## src/hw/rtl/dlol_pkg.sv

```systemverilog
`timescale 1ns / 1ps
// ----------------------------------------------------------------------------
// dlol_pkg
// shared opcodes, status codes, state type and control structs of the
// doubly linked order list
// ----------------------------------------------------------------------------
package dlol_pkg;

  localparam int unsigned DefaultEntries = 256;

  localparam logic [3:0] OpInsHead   = 4'd0;
  localparam logic [3:0] OpInsTail   = 4'd1;
  localparam logic [3:0] OpInsAfter  = 4'd2;
  localparam logic [3:0] OpInsBefore = 4'd3;
  localparam logic [3:0] OpDelete    = 4'd4;
  localparam logic [3:0] OpToHead    = 4'd5;
  localparam logic [3:0] OpToTail    = 4'd6;
  localparam logic [3:0] OpRmHead    = 4'd7;
  localparam logic [3:0] OpRmTail    = 4'd8;
  localparam logic [3:0] OpClear     = 4'd9;

  localparam logic [1:0] StatOk     = 2'd0;
  localparam logic [1:0] StatEmpty  = 2'd1;
  localparam logic [1:0] StatReject = 2'd2;

  typedef enum logic [7:0] {
    S_IDLE = 8'b0000_0001,
    S_DEC  = 8'b0000_0010,
    S_RD   = 8'b0000_0100,
    S_PREP = 8'b0000_1000,
    S_LA   = 8'b0001_0000,
    S_LB   = 8'b0010_0000,
    S_DONE = 8'b0100_0000,
    S_SPARE = 8'b1000_0000
  } dlol_state_e;

  // controller to datapath
  typedef struct packed {
    logic accept;
    logic decode;
    logic read;
    logic unlink;
    logic prep;
    logic link_a;
    logic link_b;
    logic clear;
    logic finish;
  } dlol_cmd_t;

  // datapath to controller
  typedef struct packed {
    logic reject;
    logic empty;
    logic noop;
    logic is_clear;
    logic needs_read;
    logic does_unlink;
    logic does_link;
    logic out_busy;
  } dlol_stat_t;

endpackage

```

## src/hw/rtl/dlol_ctrl.sv

```systemverilog
`timescale 1ns / 1ps
// ----------------------------------------------------------------------------
// dlol_ctrl
// sequencer that steps one list operation through decode, link read,
// unlink, neighbor prep and the two relink writes
// ----------------------------------------------------------------------------
module dlol_ctrl (
  input  logic                clk_i,
  input  logic                rst_ni,
  input  logic                in_valid_i,
  output logic                in_stall_o,
  input  dlol_pkg::dlol_stat_t stat_i,
  output dlol_pkg::dlol_cmd_t  cmd_o
);
  import dlol_pkg::*;

  dlol_state_e state_q, state_d;

  always_ff @(posedge clk_i or negedge rst_ni) begin
    if (!rst_ni) begin
      state_q <= S_IDLE;
    end else begin
      state_q <= state_d;
    end
  end

  always_comb begin
    state_d    = state_q;
    cmd_o      = '0;
    in_stall_o = 1'b1;
    case (state_q)
      S_IDLE: begin
        in_stall_o = 1'b0;
        if (in_valid_i) begin
          cmd_o.accept = 1'b1;
          state_d      = S_DEC;
        end
      end
      S_DEC: begin
        cmd_o.decode = 1'b1;
        if (stat_i.reject || stat_i.empty || stat_i.noop) begin
          state_d = S_DONE;
        end else if (stat_i.is_clear) begin
          cmd_o.clear = 1'b1;
          state_d     = S_DONE;
        end else if (stat_i.needs_read) begin
          cmd_o.read = 1'b1;
          state_d    = S_RD;
        end else begin
          state_d = S_PREP;
        end
      end
      S_RD: begin
        cmd_o.unlink = stat_i.does_unlink;
        state_d      = stat_i.does_link ? S_PREP : S_DONE;
      end
      S_PREP: begin
        cmd_o.prep = 1'b1;
        state_d    = S_LA;
      end
      S_LA: begin
        cmd_o.link_a = 1'b1;
        state_d      = S_LB;
      end
      S_LB: begin
        cmd_o.link_b = 1'b1;
        state_d      = S_DONE;
      end
      S_DONE: begin
        if (!stat_i.out_busy) begin
          cmd_o.finish = 1'b1;
          state_d      = S_IDLE;
        end
      end
      default: begin
        state_d = S_IDLE;
      end
    endcase
  end

endmodule

```

## config.mk

```make
export PLATFORM = sky130hd
export DESIGN_NAME = dlol_ctrl
export DESIGN_NICKNAME = d
export VERILOG_FILES = /design/src/hw/rtl/dlol_pkg.sv /design/src/hw/rtl/dlol_ctrl.sv
export SDC_FILE = /design/constraint.sdc
export NUM_CORES = 1
export LEC_CHECK = 0
export ABC_AREA = 1
export BUFFER_PORTS_ARGS = -buffer_cell sky130_fd_sc_hd__buf_4
export CAP_MARGIN = 10
export CORE_MARGIN = 2
export CORE_UTILIZATION = 40
export DETAILED_ROUTE_END_ITERATION = 16
export PLACE_DENSITY = 0.7
export RECOVER_POWER = 50
export SYNTH_ARGS = -nofsm -noshare
export SYNTH_HDL_FRONTEND = slang
export SYNTH_SLANG_ARGS = --single-unit
```

## constraint.sdc

```tcl
create_clock -name clk_i -period 1.2 [get_ports clk_i]
set_clock_uncertainty 0.15 [all_clocks]
set_input_delay 0.24 -clock clk_i [delete_from_list [all_inputs] [get_ports clk_i]]
set_output_delay 0.24 -clock clk_i [all_outputs]
set_load 0.03 [all_outputs]
```

==> results.md, run 1 <==
- Die Ht: 41.3 um
- Sequential area share after synthesis: 31.8%
- Syn_area_per_cell: 7.21 um2
- Die Wd: 41.3 um
- Synth unique cells: 18
- Worst EP kind: output port
- GR repair worst EP: cmd_o[8]
- Detail Placement HPWL: 1300 um
- Syn Std Cell Area: 556 um2
- Initial antenna violation count: 0
- Outcome: aborted with a tool error
- Synthesis warning total: 0
- TritonCTS Buffers: 3
- Pin count of the biggest net entering global routing: 8
- Std-Cell Rows: 13
- Pre-CTS setup slack: -0.368 ns
- GPL Wtd Cong: 0.796
- Mapped Cells: 77
- CTS H-tree depth: 1
- Synthesized Nets: 88
- Area after DPL: 923 um2
- Clock sinks: 7
- Synthesized flop and latch total: 7
- Starting density of the core: 42.7%
- Stop err: [ERROR DPL-0033] detailed placement checks failed during check placement.
- Stop stage: global routing (5_1_grt)
- I/O Pins: 21
- Port Buffers: 20
- CTS root buffer: clkbuf_4
- CTS max path bufs: 2
- Placed Cells: 126
-- stage by stage --
step	hold WS (ns)	TNS [ns]
2_1_floorplan	-0.206	-1.76
4_1_cts	0.137	-6.26
3_5_place_dp	-0.0956	-3.58
3_3_place_gp	-0.0965	-3.17
-- repair_timing --
action / CTS
setup buffers: 8
resized for setup: 33
setup endpoints to repair: 16
pin swaps: 15
endpoints found under the hold margin: 7
hold buffers: 1
-- cells in the mapped netlist --
master	instances	area (um2)
dfstp_2	1	26.3
nor3_1	4	20.0
nor2_2	1	6.26
nor4_1	1	6.26
nand3_1	4	20.0
nor3_2	1	10.0
o22ai_2	1	12.5
nand4_1	2	12.5
dfrtp_1	6	150
nand2_4	3	33.8
nand2_2	2	12.5
nor2_4	4	45.0
inv_1	16	60.1
nand3_2	3	30.0
o2111ai_1	1	8.76
nand2_1	10	37.5
inv_2	7	26.3
nor2_1	10	37.5
-- logic make-up after synthesis --
kind of cell    after synthesis  share of synthesized area, %
flops                         7                          31.8
simple gates                 45                          48.9
buf+inv                      23                          15.5
compound gates                2                          3.83
==> run 2: changes to the inputs <==
--- a/config.mk
+++ b/config.mk
@@ -8,10 +8,10 @@
 export ABC_AREA = 1
 export BUFFER_PORTS_ARGS = -buffer_cell sky130_fd_sc_hd__buf_4
 export CAP_MARGIN = 10
-export CORE_MARGIN = 2
-export CORE_UTILIZATION = 40
+export CORE_AREA = 2 2 63 65
 export DETAILED_ROUTE_END_ITERATION = 16
-export PLACE_DENSITY = 0.7
+export DIE_AREA = 0 0 65 67
+export PLACE_DENSITY_LB_ADDON = 0.15
 export RECOVER_POWER = 50
 export SYNTH_ARGS = -nofsm -noshare
 export SYNTH_HDL_FRONTEND = slang
==> constraint.sdc (replaced) <==
create_clock -name clk_i -period 1.55 [get_ports clk_i]
set_clock_uncertainty 0.15 [all_clocks]
set_input_delay 0.31 -clock clk_i [delete_from_list [all_inputs] [get_ports clk_i]]
set_output_delay 0.31 -clock clk_i [all_outputs]
set_load 0.03 [all_outputs]
==> run 2 against run 1 <==
The flow now finishes, with violations (setup timing). Synthesized cell count stayed put. Area after synthesis stayed put.
==> results.md, run 2 <==
- Clock sinks: 7 (unchanged)
- Part of the power in registers: 17.9%
- Final #Nets: 143
- Syn_area_per_cell: 7.21 um2 (unchanged)
- # DRC: 0
- Hold endpoint: state_q[1]$_DFFE_PN0P_
- Area delta synth->final: 115%
- Top post-synthesis cells by count: 16 x inv_1, 10 x nand2_1, 10 x nor2_1, 7 x inv_2, 6 x dfrtp_1
- Pre-antenna DRT Iters: 2
- VDD IR max: 0.000278 V
- Syn Std Cell Area: 556 um2 (unchanged)
- Placed Cells: 163 (+29%)
- Final setup margin: -0.276 ns
- Sw frac: 41.9%
- Die area: 0.00436 mm2
- P_sw: 0.637 mW
- Sequential area share after synthesis: 31.8% (unchanged)
- Clk_lat worst skew: 0.23 ns
- Top flop regs: state_q (7)
- CTS max path bufs: 2 (unchanged)
- Fin cells: 179
- Most used cell, CP: nor2_4
- Routed wire per std cell: 9.83 um
- Pwr Density: 1270 mW/mm2
- DR vias/cell: 3.75
- Mapped Cells: 77 (unchanged)
- Synthesized Nets: 88 (unchanged)
- Worst-Margin Slew: 0.422 ns
- Pleak: 0.607 nW
- CP bufs+invs: 3
- Final-layout fill cell count: 376
- Detail Placement HPWL: 1320 um (+2.1%)
- Biggest register: state_q
- Crit path DAT: 1.37 ns
- Via count: 672
- R2R depth: 9
- Area share of the largest cell type after synthesis: 27.0% (unchanged)
- Most common cell after layout, fill and taps aside: buf_4
- Slew Viols, Final: 0
- Min-delay worst type: in2reg
- Outcome: finished, violations left
- DRT iter0 DRCs: 6
- Area leader, netlist: dfrtp_1
- Synth area leaders: dfrtp_1 27%, inv_1 11%, nor2_4 8.1%, nand2_1 6.8%, nor2_1 6.8%
- Clock power frac: 17.3%
- Vias in the first global route: 625
- Worst reg2reg startpoint: state_q[0]$_DFFE_PN1P_
- Port Buffers: 20 (unchanged)
- CTS root buffer: clkbuf_8
- CTS H-tree depth: 1 (unchanged)
- Std-Cell Rows: 22 (+9)
- Post-route antenna net violation count: 0
- Crit path time final: 1.83 ns
- Startpoint Class: flop
- Top delay family on crit path: simple AND/OR/NAND/NOR gates
- Count leader, synth: inv_1
- Crit-path cells: buf_4, nor2_4, inv_2, nor2_4, nand2_4, nor2_4, buf_6
- Antenna diode count: 0
- Core area: 0.00361 mm2
- Starting density of the core: 15.4% (-27 points)
- CP required: 1.09 ns
- Crit end category: primary output
- TritonCTS Buffers: 3 (unchanged)
- CTS tree: built
- Synthesis warning total: 0 (unchanged)
- CP peak stage delay: 0.37 ns
- Worst r2r dst: state_q[0]$_DFFE_PN1P_
- RSZ-0062 raised after global routing: true
- Pin count of the biggest net entering global routing: 8
- I/O Pins: 21 (unchanged)
- Max reg flops: 7
- Total GRT Usage: 8.53%
- First-pass GRT wire length: 2680 um
- Total grt overflow: 0
- Ys async rst share: 100% (unchanged)
- GPL Wtd Cong: 0.707 (-11%)
- Die Wd: 65 um (+58%)
- Crit path kind: reg2out
- Slowest library cell on the worst path: dfstp_2
- Internal power: 0.884 mW
- Rel. slew slack: 71.9%
- Hold Path Stages: 3
- Failing checks: setup timing
- Post-synth EDFFs: 0 (unchanged)
- R2r setup slk: -0.01 ns
- Initial antenna violation count: 0
- Combinational group share of total power: 64.8%
- Die Ht: 67 um (+62%)
- Pre-CTS setup slack: -0.0663 ns (+0.302 ns)
- Critical Path Fanout Max: 3
- Most frequent cells in the layout: 38 x buf_4, 13 x inv_1, 10 x buf_6, 9 x inv_2, 8 x nor2_4
- Max Fclk: 548 MHz
- Hold Startpoint: in_valid_i
- Finish-stage setup viols: 11
- Fraction of layout cells with a size suffix above 1: 74.0%
- Dominant synthesized flop cell: dfrtp_1
- Synth unique cells: 18 (unchanged)
- Final hold vios: 0
- Max-cap violation count: 0
- Reg clk slew, reported paths: 0.04 ns
- Synthesized flop and latch total: 7 (unchanged)
- Drt total wl: 1760 um
- Tcrit/Tclk final: 118%
## run 2: kinds of logic (layout without fill, tap and decap cells)
| kind of cell | after synthesis | in the layout | synth area share, % |
|---|---|---|---|
| and+or+nand+nor | 45 | 45 | 48.9 |
| AOI/OAI and AO/OA | 2 | 2 | 3.83 |
| DFF | 7 | 7 | 31.8 |
| buffers and inverters | 23 | 77 | 15.5 |
## run 2: what timing repair did
action	4_1_cts	5_1_grt
resized for setup	14	23
hold buffers	1	0
buffers inserted	8	5
endpoints found under the setup margin	10	11
pin swaps	6	13
endpoints found under the hold margin	7	0
## run 2: power groups by stage
stage / clock network, mW / logic, mW / registers (mW)
4_1_cts: 0.269 / 0.831 / 0.276
3_5_place_dp: 0 / 0.665 / 0.274
6_report: 0.263 / 0.985 / 0.272
5_1_grt: 0.276 / 1.06 / 0.277
2_1_floorplan: 0 / 0.417 / 0.268
3_3_place_gp: 0 / 0.667 / 0.273
## run 2: per-layer routing
metal	part of all wire (%)	up-vias	GRT usage, %
li1	-	343	-
met1	41	309	9.24
met2	54	16	14.7
met3	2.7	4	0.676
met4	2.7	0	7.98
met5	0	-	0
## run 2: worst min-delay path: stages
cell and delay (ns):
buf_4 0.07, inv_1 0.08, nor2_1 0.11
## run 2: worst max-delay path by stage
stage,cells after the start,end,startpoint
3_5_place_dp,6,cmd_o[8],state_q[5]$_DFFE_PN0P_
3_3_place_gp,6,cmd_o[8],state_q[5]$_DFFE_PN0P_
5_1_grt,6,cmd_o[6],state_q[5]$_DFFE_PN0P_
2_1_floorplan,5,cmd_o[1],state_q[2]$_DFFE_PN0P_
6_report,7,cmd_o[5],state_q[0]$_DFFE_PN1P_
4_1_cts,5,cmd_o[8],state_q[0]$_DFFE_PN1P_
## run 2: metrics by stage
step                      instance area, um2  hold WS [ns]  power [mW]  TNS (ns)  util (%)
after floorplan                          582        -0.136       0.685    -0.243         -
after global placement                   927       -0.0160       0.940   -0.0687      25.7
after detailed placement                 927       -0.0164       0.939   -0.0744      25.7
after CTS                               1100         0.229        1.38     -2.07      30.6
after global routing                    1190         0.248        1.62     -2.94      33.1
final                                   1190         0.233        1.52     -2.20      33.1
## run 2: final cells by class
cell class	instances	area, um2	area share (%)
Multi-Input combinational cell	47	409	34.3
Timing Repair Buffer	50	412	34.5
Tap cell	48	60.1	5.03
Sequential cell	7	179	15.0
Clock buffer	4	45.0	3.77
Inverter	23	88.8	7.44
Power figures use the tool's default switching activity.
